[src/hdl/argb_blit_pkg.sv]
// Shared types and constants for the ARGB4444 clipped alpha blit.
// Holds the request and result payload structs and register codes.
// No dependencies.
package argb_blit_pkg;

    localparam int REG_W     = 13;
    localparam int CNT_W     = 12;
    localparam int ADDR_W    = 19;
    localparam int CFG_IDX_W = 2;

    localparam int DEF_SCREEN_WIDTH  = 640;
    localparam int DEF_SCREEN_HEIGHT = 480;

    // Largest image dimension; bigger register values are clamped to it
    localparam logic [REG_W-1:0] DIM_MAX = 13'd4096;

    // Register indexes on the configuration port
    localparam logic [CFG_IDX_W-1:0] REG_DEST_X     = 2'd0;
    localparam logic [CFG_IDX_W-1:0] REG_DEST_Y     = 2'd1;
    localparam logic [CFG_IDX_W-1:0] REG_SRC_WIDTH  = 2'd2;
    localparam logic [CFG_IDX_W-1:0] REG_SRC_HEIGHT = 2'd3;

    // floor(x / 15) == (x * 2185) >> 15 for all x below 4681
    localparam logic [11:0] DIV15_RECIP = 12'd2185;
    localparam int          DIV15_SHIFT = 15;

    localparam logic [7:0] ALPHA_BYTE = 8'hFF;
    localparam logic [3:0] ALPHA_FULL = 4'hF;

    typedef struct packed {
        logic [15:0] src_pixel;
        logic [31:0] dest_pixel;
    } blit_req_t;

    typedef struct packed {
        logic              write_enable;
        logic [ADDR_W-1:0] dest_address;
        logic [31:0]       pixel_value;
        logic              last_pixel;
    } blit_res_t;

endpackage

[src/hdl/argb4444_clipped_alpha_blit.sv]
// Top level of the ARGB4444 clipped alpha blit: position counters, clipping,
// per-channel blend and framebuffer address, as a three-stage pipeline.
// Depends on argb_blit_pkg.
//
//   channel   direction  handshake            payload
//   request   in         in_valid/in_ready    in_data  (argb_blit_pkg::blit_req_t)
//   result    out        out_valid/out_ready  out_data (argb_blit_pkg::blit_res_t)
//   config    in         cfg_we               cfg_index, cfg_data
//
// One request per clock sustained unless a stall on out_ready fills the pipe;
// each request is registered in turn by the clip stage, the blend product and
// address multiply stage and the divide-by-15 reciprocal stage, which drives out_data.
// Reset clears the registers, counters and stage valids; payloads are not reset.
// A stall on out_ready holds only the stages that are full, so in_ready stays
// high while an empty stage remains anywhere in the pipe.
module argb4444_clipped_alpha_blit #(
    parameter int SCREEN_WIDTH  = argb_blit_pkg::DEF_SCREEN_WIDTH,
    parameter int SCREEN_HEIGHT = argb_blit_pkg::DEF_SCREEN_HEIGHT
) (
    input  logic                                    clk,
    input  logic                                    rst_n,
    input  logic                                    in_valid,
    output logic                                    in_ready,
    input  argb_blit_pkg::blit_req_t                in_data,
    output logic                                    out_valid,
    input  logic                                    out_ready,
    output argb_blit_pkg::blit_res_t                out_data,
    input  logic                                    cfg_we,
    input  logic [argb_blit_pkg::CFG_IDX_W-1:0]     cfg_index,
    input  logic [argb_blit_pkg::REG_W-1:0]         cfg_data
);
    import argb_blit_pkg::*;

    localparam logic signed [13:0] SW14 = 14'(SCREEN_WIDTH);
    localparam logic signed [13:0] SH14 = 14'(SCREEN_HEIGHT);
    localparam logic [12:0]        SW13 = 13'(SCREEN_WIDTH);

    // configuration registers
    logic [REG_W-1:0] dest_x_reg, dest_y_reg, src_width_reg, src_height_reg;

    // position counters
    logic [CNT_W-1:0] col_reg, col_next, row_reg, row_next;

    // stage 1: clipped request
    logic             s1_valid_reg;
    logic             s1_on_reg, s1_last_reg;
    logic [CNT_W-1:0] s1_sx_reg, s1_sy_reg;
    blit_req_t        s1_req_reg;

    // stage 2: blend sums and address
    logic              s2_valid_reg;
    logic              s2_we_reg, s2_last_reg;
    logic [ADDR_W-1:0] s2_addr_reg;
    logic [11:0]       s2_sum_reg [3];

    // stage 3: result
    logic      out_valid_reg;
    blit_res_t out_reg;

    logic s1_adv, s2_adv, out_adv, in_acc;

    assign out_adv  = !out_valid_reg || out_ready;
    assign s2_adv   = !s2_valid_reg || out_adv;
    assign s1_adv   = !s1_valid_reg || s2_adv;
    assign in_ready = s1_adv;
    assign in_acc   = in_valid && in_ready;

    assign out_valid = out_valid_reg;
    assign out_data  = out_reg;

    always_ff @(posedge clk or negedge rst_n)
    begin
        if (!rst_n)
        begin
            dest_x_reg     <= '0;
            dest_y_reg     <= '0;
            src_width_reg  <= '0;
            src_height_reg <= '0;
        end
        else if (cfg_we)
        begin
            case (cfg_index)
                REG_DEST_X:     dest_x_reg     <= cfg_data;
                REG_DEST_Y:     dest_y_reg     <= cfg_data;
                REG_SRC_WIDTH:  src_width_reg  <= cfg_data;
                REG_SRC_HEIGHT: src_height_reg <= cfg_data;
                default:        ;
            endcase
        end
    end

    // ---- stage 1 inputs: clip against the screen, step counters ----
    logic [REG_W-1:0]  width_c, height_c, col_inc, row_inc;
    logic              empty, col_end, row_end;
    logic signed [13:0] sx, sy;
    logic              on_screen;

    always_comb
    begin
        width_c  = (src_width_reg  > DIM_MAX) ? DIM_MAX : src_width_reg;
        height_c = (src_height_reg > DIM_MAX) ? DIM_MAX : src_height_reg;
        empty    = (width_c == '0) || (height_c == '0);
        col_inc  = {1'b0, col_reg} + 13'd1;
        row_inc  = {1'b0, row_reg} + 13'd1;
        col_end  = col_inc >= width_c;
        row_end  = row_inc >= height_c;

        sx = {dest_x_reg[REG_W-1], dest_x_reg} + $signed({2'b00, col_reg});
        sy = {dest_y_reg[REG_W-1], dest_y_reg} + $signed({2'b00, row_reg});
        on_screen = !sx[13] && (sx < SW14) && !sy[13] && (sy < SH14) && !empty;

        col_next = col_reg;
        row_next = row_reg;
        if (empty)
        begin
            col_next = '0;
            row_next = '0;
        end
        else if (col_end)
        begin
            col_next = '0;
            row_next = row_end ? '0 : row_inc[CNT_W-1:0];
        end
        else
        begin
            col_next = col_inc[CNT_W-1:0];
        end
    end

    always_ff @(posedge clk or negedge rst_n)
    begin
        if (!rst_n)
        begin
            col_reg      <= '0;
            row_reg      <= '0;
            s1_valid_reg <= 1'b0;
        end
        else
        begin
            if (in_acc)
            begin
                col_reg <= col_next;
                row_reg <= row_next;
            end
            if (s1_adv)
                s1_valid_reg <= in_acc;
        end
    end

    always_ff @(posedge clk)
    begin
        if (in_acc)
        begin
            s1_req_reg  <= in_data;
            s1_on_reg   <= on_screen;
            s1_last_reg <= empty || (col_end && row_end);
            s1_sx_reg   <= sx[CNT_W-1:0];
            s1_sy_reg   <= sy[CNT_W-1:0];
        end
    end

    // ---- stage 2: blend products, framebuffer address ----
    logic [3:0]  alpha, alpha_inv;
    logic        s2_we;
    logic [24:0] addr_full;
    logic [11:0] sum [3];
    logic [7:0]  src_c [3];
    logic [7:0]  dst_c [3];

    always_comb
    begin
        alpha     = s1_req_reg.src_pixel[15:12];
        alpha_inv = ALPHA_FULL - alpha;
        s2_we     = s1_on_reg && (alpha != '0);
        addr_full = 25'(s1_sy_reg * SW13) + {13'd0, s1_sx_reg};
        for (int i = 0; i < 3; i++)
        begin
            // channel nibble times 17 is the nibble repeated
            src_c[i] = {2{s1_req_reg.src_pixel[i*4 +: 4]}};
            dst_c[i] = s1_req_reg.dest_pixel[i*8 +: 8];
            // alpha 15 gives c*15/15, the opaque colour, with no special case
            sum[i]   = 12'(src_c[i] * alpha) + 12'(dst_c[i] * alpha_inv);
        end
    end

    always_ff @(posedge clk or negedge rst_n)
    begin
        if (!rst_n)
            s2_valid_reg <= 1'b0;
        else if (s2_adv)
            s2_valid_reg <= s1_valid_reg;
    end

    always_ff @(posedge clk)
    begin
        if (s2_adv && s1_valid_reg)
        begin
            s2_we_reg   <= s2_we;
            s2_last_reg <= s1_last_reg;
            s2_addr_reg <= s2_we ? addr_full[ADDR_W-1:0] : '0;
            for (int i = 0; i < 3; i++)
                s2_sum_reg[i] <= sum[i];
        end
    end

    // ---- stage 3: divide by 15, assemble the word ----
    logic [23:0] quot_full [3];
    logic [7:0]  chan [3];
    blit_res_t   res;

    always_comb
    begin
        for (int i = 0; i < 3; i++)
        begin
            quot_full[i] = s2_sum_reg[i] * DIV15_RECIP;
            chan[i]      = quot_full[i][DIV15_SHIFT +: 8];
        end
        res.write_enable = s2_we_reg;
        res.dest_address = s2_addr_reg;
        res.pixel_value  = s2_we_reg ? {ALPHA_BYTE, chan[2], chan[1], chan[0]} : '0;
        res.last_pixel   = s2_last_reg;
    end

    always_ff @(posedge clk or negedge rst_n)
    begin
        if (!rst_n)
            out_valid_reg <= 1'b0;
        else if (out_adv)
            out_valid_reg <= s2_valid_reg;
    end

    always_ff @(posedge clk)
    begin
        if (out_adv && s2_valid_reg)
            out_reg <= res;
    end

    // ---- checks ----
    a_idle_word_zero: assert property (@(posedge clk) disable iff (!rst_n)
        out_valid && !out_data.write_enable |->
            out_data.dest_address == '0 && out_data.pixel_value == '0)
        else $error("unwritten result carries a non-zero address or value");

    a_opaque_top: assert property (@(posedge clk) disable iff (!rst_n)
        out_valid && out_data.write_enable |-> out_data.pixel_value[31:24] == ALPHA_BYTE)
        else $error("written pixel lacks the 0xFF top byte");

    a_empty_hold: assert property (@(posedge clk) disable iff (!rst_n)
        in_acc && empty |=> col_reg == '0 && row_reg == '0)
        else $error("counters moved on an empty image");

    a_last_wraps: assert property (@(posedge clk) disable iff (!rst_n)
        in_acc && col_end && row_end |=> col_reg == '0 && row_reg == '0)
        else $error("counters did not wrap after the final pixel");

endmodule
[config.mk]
export PLATFORM = sky130hd
export DESIGN_NAME = argb4444_clipped_alpha_blit
export DESIGN_NICKNAME = d
export VERILOG_FILES = /design/src/hdl/argb_blit_pkg.sv /design/src/hdl/argb4444_clipped_alpha_blit.sv
export SDC_FILE = /design/constraint.sdc
export NUM_CORES = 1
export LEC_CHECK = 0
export BUFFER_PORTS_ARGS = -buffer_cell sky130_fd_sc_hd__buf_2
export CAP_MARGIN = 20
export CORE_AREA = 2 2 154 232
export CTS_BUF_LIST = sky130_fd_sc_hd__clkbuf_8
export DETAILED_ROUTE_END_ITERATION = 12
export DIE_AREA = 0 0 156 234
export PLACE_DENSITY = 0.78
export SLEW_MARGIN = 20
export SYNTH_ARGS = -nofsm -noshare
export SYNTH_HDL_FRONTEND = slang
export SYNTH_SLANG_ARGS = --single-unit
export TNS_END_PERCENT = 30
[constraint.sdc]
create_clock -name clk -period 5.65 [get_ports clk]
set_input_delay 1.13 -clock clk [delete_from_list [all_inputs] [get_ports clk]]
set_output_delay 1.13 -clock clk [all_outputs]
set_load 0.02 [all_outputs]
Word-level counts from Yosys, hierarchy flattened
Memory sizes are Yosys's and may differ from the RTL's.
Cells that the tools add are included.
{ "totals": {"reg_bits": 219, "output_inout_bits": 55, "memories": 1, "ram_bits": 36, "wordCells": 92} }
{ "mem_list": {"columns": ["memory", "words", "width", "rd", "rd_clocked_by_memory_dff", "wr", "line_no", "rtl"], "rows": [
  ["s2_sum_reg", 3, 12, 3, 0, 3, "argb4444_clipped_alpha_blit.sv:54", "logic [11:0] s2_sum_reg [3];"]
]} }
{ "classes": {"order_cmp": 6, "mul": 10, "n_mux": 10, "eq_ne": 3, "n_reduce_logical": 30, "add_sub_neg": 9} }
{ "ops": {"columns": ["op", "n"], "rows": [
  ["multiplier 8 x 4 -> 12 bit", 6],
  ["multiplier 12 x 12 -> 23 bit (second input constant)", 3],
  ["two-way mux 12 bit", 5],
  ["adder 12 bit", 3],
  ["two-way mux 32 bit", 1],
  ["adder 13 x 13 -> 14 bit", 2],
  ["adder 12 x 1 -> 13 bit (second input constant)", 2],
  [">= comparator 13 bit", 2],
  ["> comparator 13 bit (second input constant)", 2],
  ["logical NOT 13 bit", 2],
  ["two-way mux 13 bit", 2],
  ["adder 19 x 12 -> 19 bit", 1],
  ["less-than comparator 14 x 10 -> 1 bit (second input constant)", 1],
  ["less-than comparator 14 x 11 -> 1 bit (second input constant)", 1],
  ["multiplier 12 x 3 -> 12 bit (second input constant)", 1],
  ["AND reduction 2 bit", 5],
  ["logical AND 1 bit", 9],
  ["logical NOT 1 bit", 6],
  ["logical OR 1 bit", 5],
  ["== test 2 bit (second input constant)", 2],
  ["nonzero test 4 bit", 1],
  ["subtractor 4 bit (first input constant)", 1],
  ["== test 2 x 1 -> 1 bit (second input constant)", 1],
  ["logical NOT 2 bit", 1],
  ["other kinds (2)", 3]
]} }

Logic depth before layout (Yosys ltp)
Gate-level depths: netlist (run 1).
{ "logic_depth": {"word_depth": 6, "depth_mapped": 21, "ltp_nobuf": 19} }

Least setup slack after synthesis (run 1)
OpenSTA, ideal clock, no wires.
{ "synth_timing": {"path_kind": "flip-flop to flip-flop", "startpoint": "register s1_req_reg, in the netlist alpha[3]", "endpoint": "memory s2_sum_reg[1][11], in the netlist s2_sum_reg[0][23] (data pin)", "t_arrival_ps": 4564, "slack_ps": 826, "n_path_buf": 2, "stages_incl_launch_ff": 21, "period_less_slack_ps": 4824, "required_ps": 5390, "setup_time_ps": 260, "cell_sequence": "edfxtp_1 -> clkbuf_1 -> clkbuf_1 -> and2_1 -> fa_1 -> inv_1 -> fa_1 -> inv_1 -> fa_1 -> inv_1 -> fa_1 -> inv_1 -> ha_1 -> a21o_1 -> a21oi_1 -> o21ai_0 -> a21oi_1 -> o21ai_0 -> a21o_1 -> a21oi_1 -> xnor2_1"} }
{ "synth_rtl": {"columns": ["element", "line_no", "rtl"], "rows": [
  ["from (decl)", "argb4444_clipped_alpha_blit.sv:48", "blit_req_t s1_req_reg;"],
  ["from (signal assigned)", "argb4444_clipped_alpha_blit.sv:154", "s1_req_reg <= in_data;"],
  ["to (decl)", "argb4444_clipped_alpha_blit.sv:54", null]
]} }

==> run summary, run 1 <==
Die Wd = 156 µm
Post-DP Area = 21600 µm²
RSZ-0062 raised after global routing = false
reg2reg path depth = 19
Cell Int Power = 7.328 mW
routed len/inst = 16.28 µm
Net Sw Frac = 44.07%
kind of critical path = flop to flop
Initial DRT Pass Iterations = 5
Root Driver = clkbuf_8
top-area cell type share of the netlist area = 24.59%
Finish-stage setup viols = 0
layout cell share with drive strength beyond 1 = 12.43%
DP HPWL = 32790 µm
worst-case clock buffer depth = 3
Compound-Gate Fraction of Synth Area = 6.794%
IO buf count = 114
number of global-route vias before repair = 14566
Core Region = 34580 µm²
syn avg cell area = 10.98 µm²
Clk Latency, worst-skew pair = 0.56 ns
FMAX = 194.2 MHz
LEAKAGE = 10.95 nW
Fillers = 2639
crit path cell chain = buf_4 -> and2_1 -> fa_1 -> inv_1 -> fa_1 -> inv_1 -> fa_1 -> inv_1 -> fa_1 -> inv_1 -> ha_1 -> a21o_1 -> a21oi_1 -> o21ai_0 -> a21oi_1 -> o21ai_0 -> a21o_1 -> a21oi_1 -> xnor2_1
EDFF count, synth = 168
hold path start = s2_addr_reg[12]
Hold Path Class = flop to flop
final WL = 40140 µm
CP startpoint kind = flop
Worst Tran Pin Value = 0.7993 ns
VDD IR max = 0.3214 mV
r2r setup slk = 0.50 ns
crit-path max cell delay = 0.60 ns
Clock Skews = 0.01653 ns
final worst setup slack = 0.5016 ns
H-tree Lvls = 2
Max Slew Vio Count = 0
CTS Sinks = 247
Top FF cell, synth = edfxtp_1
Slew HR = 46.71%
crit path time final = 5.148 ns
GRT Max-Usage Layer = met2
Worst EP arrival = 5.47 ns
Comb pwr share = 65.5%
FF+latch count, synth = 247
Tot GR Track Use = 22.73%
total gr overflow = 0
P per Cell Area = 585.9 nW/µm²
Total Power = 13.10 mW
main combinational cell family by area after synthesis = adder cells
Placed Cells = 2391
ANT cells = 0
Critical Path RT = 5.97 ns
largest net degree at the start of global routing = 80
antenna viol nets, final = 0
dpl ws = 0.5257 ns
Starting Density = 59.34%
non-filler cells, final = 2466
r2r endpoint = s2_sum_reg[0][11]
register area share after synthesis = 34.22%
WHS = 0.4144 ns
synthesized area = 20520 µm²
cts-stage hold buffer count = 0
clock-pin slew of the registers on the worst-case setup and hold paths = 0.06 ns
GP Congestion = 0.8987
post-synthesis xor/xnor area fraction = 4.226%
setup TNS = 0 ns
max FFs per register = 45
clock power share = 11.2%
synth cell count leaders = ha_1, inv_1, edfxtp_1
Crit Path Max Fanout = 10
endpoint class of the critical path = flop
Simple-Gate Fraction of Synth Area = 10.84%
vias per inst = 5.513
Max Cap Viol = 0
final-report hold violation count = 0
Psw = 5.774 mW
Synth async-reset ratio = 31.98%
die area = 36500 µm²
mux share of post-synthesis cell area = 2.964%
synth unique cells = 69
WHS Endpoint = out_data[45]
DRC = 0
CTS tree = done
CTS buffer count = 41
Post-Synth Adder-Cell Area = 34.25%
main area contributors after synthesis = edfxtp_1, ha_1, fa_1
Synth-to-Final Area Change = 8.995%
Die H = 234 µm
FP Rows = 84
hold depth = 0
reg2reg start = alpha[3]
Final Cycle Share = 91.12%
Final Cell Area = 22360 µm²
met3 Track Usage GR = 3.105%
Mapped Cells = 1869
GR Util met1 = 22.60%
post-CTS setup repair buffer count = 0
Ys Warns = 0
Final Util = 64.67%
Ports = 123
initial antenna violation count = 0
Seq pwr share = 23.3%
status = finished, final reports clean
crit path from = alpha[3]
first-iteration detailed-routing DRC count = 454
# resized after CTS = 0
final net count = 2543
count leader, synth = ha_1
slowest CP cell = fa_1
GRT met2 Usage = 46.06%
first-pass GRT wire length = 65960 µm
Synth area leader = edfxtp_1
DR vias = 13596
-- layout by cell type, fill, tap and decap left out, types with 8 or more instances in the layout --
cell type	count
nand2b_1	39
edfxtp_1	168
mux2_2	54
dfrtp_1	79
inv_1	328
a21oi_1	50
fa_1	151
a22o_1	12
xor2_1	38
nor2_1	73
buf_2	113
o21ai_1	9
a211oi_1	8
clkbuf_8	41
o211ai_1	10
nor2b_1	77
nand3_1	29
nor3_1	19
nand2_1	100
clkinv_1	8
ha_1	320
o21ai_0	46
a21o_1	23
and2_1	38
xnor2_1	61
and3_1	9
buf_4	14
-- cell families (layout without fill, tap and decap cells) --
family | Yosys count | in the layout
buffers and inverters | 357 | 522
XOR/XNOR | 99 | 99
AO/OA/AOI/OAI | 212 | 212
AND/OR/NAND/NOR | 428 | 428
flip-flops | 247 | 247
adder cells (fa/ha/maj) | 471 | 471
other | 1 | 3
multiplexers | 54 | 54
-- critical path: cells and delay by family (launching register included) --
kind / cells / cell delay [ns]
DFF: 1 / 0.49
buffers and inverters: 5 / 0.45
adders and majority gates: 5 / 2.34
AOI/OAI and AO/OA: 7 / 1.36
and+or+nand+nor: 1 / 0.18
xor gates and xnor gates: 1 / 0.08
-- power groups by stage --
stage / Combinational, mW / Clock [mW] / Sequential, mW
2_1_floorplan: 6.58 / 0 / 3.11
3_3_place_gp: 8.10 / 0 / 3.07
3_5_place_dp: 8.58 / 0 / 3.09
4_1_cts: 8.71 / 1.51 / 3.05
5_1_grt: 9.99 / 1.58 / 3.10
6_report: 8.58 / 1.47 / 3.05
-- how the worst max path moves through the flow --
stage,endpoint,slack [ns],depth (start not counted)
CTS,s2_sum_reg[0][11],0.53,19
floorplan,s2_sum_reg[0][23],0.83,20
detailed placement,s2_sum_reg[0][11],0.53,19
global route,s2_sum_reg[0][35],0.18,18
finish,s2_sum_reg[0][11],0.50,19
global placement,s2_sum_reg[0][11],0.66,19
-- layer usage --
metal | up-vias | wire (µm) | part of all wire [%]
met5 | - | 0 | 0
met4 | 0 | 1568 | 3.9
met1 | 6674 | 14350 | 36
met2 | 262 | 22750 | 57
met3 | 99 | 1470 | 3.7
li1 | 6561 | - | -
-- cell type report --
| type | instances | area, µm² | share of cell area, % |
|---|---|---|---|
| Clock inverter | 34 | 190.2 | 0.8504 |
| Sequential cell | 247 | 7022 | 31.40 |
| Multi-Input combinational cell | 1267 | 12150 | 54.34 |
| Timing Repair Buffer | 129 | 701.9 | 3.139 |
| Clock buffer | 41 | 564.3 | 2.523 |
| Tap cell | 430 | 538.0 | 2.406 |
| Inverter | 318 | 1194 | 5.338 |
Note: power is estimated with default switching activity, not from simulation.
==> inputs of run 2 (changes only) <==
--- a/config.mk
+++ b/config.mk
@@ -7,11 +7,13 @@
 export LEC_CHECK = 0
 export BUFFER_PORTS_ARGS = -buffer_cell sky130_fd_sc_hd__buf_2
 export CAP_MARGIN = 20
-export CORE_AREA = 2 2 154 232
+export CORE_AREA = 2 2 161 242
 export CTS_BUF_LIST = sky130_fd_sc_hd__clkbuf_8
+export CTS_CLUSTER_SIZE = 14
 export DETAILED_ROUTE_END_ITERATION = 12
-export DIE_AREA = 0 0 156 234
-export PLACE_DENSITY = 0.78
+export DIE_AREA = 0 0 163 244
+export MAX_ROUTING_LAYER = met4
+export PLACE_DENSITY = 0.73
 export SLEW_MARGIN = 20
 export SYNTH_ARGS = -nofsm -noshare
 export SYNTH_HDL_FRONTEND = slang
==> run summary, run 2 (same netlist as run 1, synthesis figures left out) <==
Die H = 244 µm (was 234 µm)
kind of critical path = flop to flop (unchanged)
Synth-to-Final Area Change = 9.227% (was 8.995%)
r2r setup slk = 0.43 ns (was 0.50 ns)
Initial DRT Pass Iterations = 5 (unchanged)
FMAX = 191.6 MHz (was 194.2 MHz)
antenna viol nets, final = 0 (unchanged)
Critical Path RT = 5.96 ns (was 5.97 ns)
Seq pwr share = 23.5% (was 23.3%)
Core Region = 37550 µm² (was 34580 µm²)
LEAKAGE = 10.96 nW (was 10.95 nW)
max FFs per register = 45 (unchanged)
FP Rows = 87 (was 84)
first-iteration detailed-routing DRC count = 485 (was 454)
setup TNS = 0 ns (unchanged)
Hold Path Class = flop to flop (unchanged)
Final Cycle Share = 92.38% (was 91.12%)
RSZ-0062 raised after global routing = false (unchanged)
layout cell share with drive strength beyond 1 = 12.20% (was 12.43%)
# resized after CTS = 0 (unchanged)
clock-pin slew of the registers on the worst-case setup and hold paths = 0.07 ns (was 0.06 ns)
DRC = 0 (unchanged)
dpl ws = 0.3973 ns (was 0.5257 ns)
post-CTS setup repair buffer count = 0 (unchanged)
Net Sw Frac = 43.92% (was 44.07%)
Comb pwr share = 65.5% (about the same)
Clk Latency, worst-skew pair = 0.56 ns (about the same)
hold path start = s2_addr_reg[9] (was s2_addr_reg[12])
Max Cap Viol = 0 (unchanged)
commonest non-fill, non-tap cells in the layout = inv_1, ha_1, edfxtp_1, fa_1, buf_2 (unchanged)
number of global-route vias before repair = 14523 (was 14566)
CTS buffer count = 39 (was 41)
first-pass GRT wire length = 66900 µm (was 65960 µm)
DP HPWL = 32700 µm (was 32790 µm)
Psw = 5.713 mW (was 5.774 mW)
worst-case clock buffer depth = 3 (unchanged)
Worst Tran Pin Value = 0.9931 ns (was 0.7993 ns)
CTS tree = done (unchanged)
reg2reg start = alpha[2] (was alpha[3])
final WL = 40000 µm (was 40140 µm)
leading cell type in the layout, fill and taps excluded = inv_1 (unchanged)
clock power share = 11.0% (was 11.2%)
final-report hold violation count = 0 (unchanged)
final net count = 2543 (unchanged)
Ports = 123 (unchanged)
Max Slew Vio Count = 0 (unchanged)
status = finished, final reports clean (unchanged)
P per Cell Area = 580.4 nW/µm² (was 585.9 nW/µm²)
cts-stage hold buffer count = 0 (unchanged)
DR vias = 13496 (was 13596)
Cell Int Power = 7.295 mW (was 7.328 mW)
CTS Sinks = 247 (unchanged)
VDD IR max = 0.3646 mV (was 0.3214 mV)
crit path from = alpha[2] (was alpha[3])
endpoint class of the critical path = flop (unchanged)
Clock Skews = 0.01801 ns (was 0.01653 ns)
vias per inst = 5.347 (was 5.513)
crit path time final = 5.220 ns (was 5.148 ns)
largest net degree at the start of global routing = 80 (unchanged)
Slew HR = 33.07% (was 46.71%)
Finish-stage setup viols = 0 (unchanged)
Root Driver = clkbuf_8 (unchanged)
final worst setup slack = 0.4304 ns (was 0.5016 ns)
initial antenna violation count = 2 (was 0)
GP Congestion = 0.9322 (was 0.8987)
Die Wd = 163 µm (was 156 µm)
Worst EP arrival = 5.53 ns (was 5.47 ns)
Tot GR Track Use = 21.58% (was 22.73%)
Crit Path Max Fanout = 19 (was 10)
CP startpoint kind = flop (unchanged)
IO buf count = 114 (unchanged)
H-tree Lvls = 2 (unchanged)
die area = 39770 µm² (was 36500 µm²)
total gr overflow = 0 (unchanged)
Starting Density = 54.63% (was 59.34%)
routed len/inst = 15.85 µm (was 16.28 µm)
[run 2: changes by cell type in the layout (fill, tap and decap cells not counted)]
cell,previous run,this run
inv_6,0,1
clkinv_2,7,3
inv_1,328,331
buf_12,1,0
clkinv_1,8,7
clkinvlp_4,6,2
diode_2,0,2
buf_4,14,17
[run 2: power by group through the flow]
stage          Clock (mW)  Sequential, mW  Combinational, mW
5_1_grt              1.54            3.11               10.0
4_1_cts              1.47            3.07               8.63
6_report             1.43            3.06               8.52
3_3_place_gp            0            3.08               8.15
2_1_floorplan           0            3.11               6.58
3_5_place_dp            0            3.10               8.50
[run 2: final cells by class]
cell class,count,area (µm²)
timing repair buffer,131,704.4
antenna,2,5.005
tap,489,611.8
inverter,318,1194
multi-input combinational,1267,12150
fill,3068,15140
clock buffer,41,564.3
clock inverter,29,156.4
sequential,247,7022
[run 2: through the flow]
| stage | cell area (µm²) | utilization, % | total power [mW] | std cells | hold WS [ns] |
|---|---|---|---|---|---|
| floorplan | 20520 | - | 9.696 | 1871 | 0.4003 |
| global placement | 21670 | 57.71 | 11.23 | 2452 | 0.4007 |
| detailed placement | 21670 | 57.71 | 11.60 | 2452 | 0.4068 |
| CTS | 22400 | 59.63 | 13.16 | 2522 | 0.4203 |
| global route | 22410 | 59.67 | 14.67 | 2524 | 0.4252 |
| finish | 22410 | 59.67 | 13.01 | 2524 | 0.4208 |
[run 2: final timing paths]
path / cells past startpoint / endpoint
max in group asynchronous: 1 / src_height_reg[4]
setup / recovery: 20 / s2_sum_reg[0][35]
hold / removal: 0 / out_data[42]
setup reg to reg: 20 / s2_sum_reg[0][35]
hold reg to reg: 0 / out_data[42]
min in group asynchronous: 1 / dest_x_reg[3]
[run 2: worst max-delay path, stage by stage, from the launching register on]
cell and delay, ns:
edfxtp_1 0.67, buf_4 0.31, nand2_1 0.11, inv_1 0.06
fa_1 0.48, inv_1 0.05, fa_1 0.47, inv_1 0.05
fa_1 0.52, inv_1 0.05, fa_1 0.58, inv_1 0.06
ha_1 0.19, a21o_1 0.15, a21oi_1 0.21, o21ai_0 0.12
a21oi_1 0.24, o21ai_0 0.18, a21o_1 0.20, a21oi_1 0.16
xnor2_1 0.08
[run 2: per-layer routing]
metal	global-route usage (%)	wire length, µm
met1	21.67	14640
met2	41.76	22500
met3	2.731	1445
met4	8.121	1415
met5	-	0
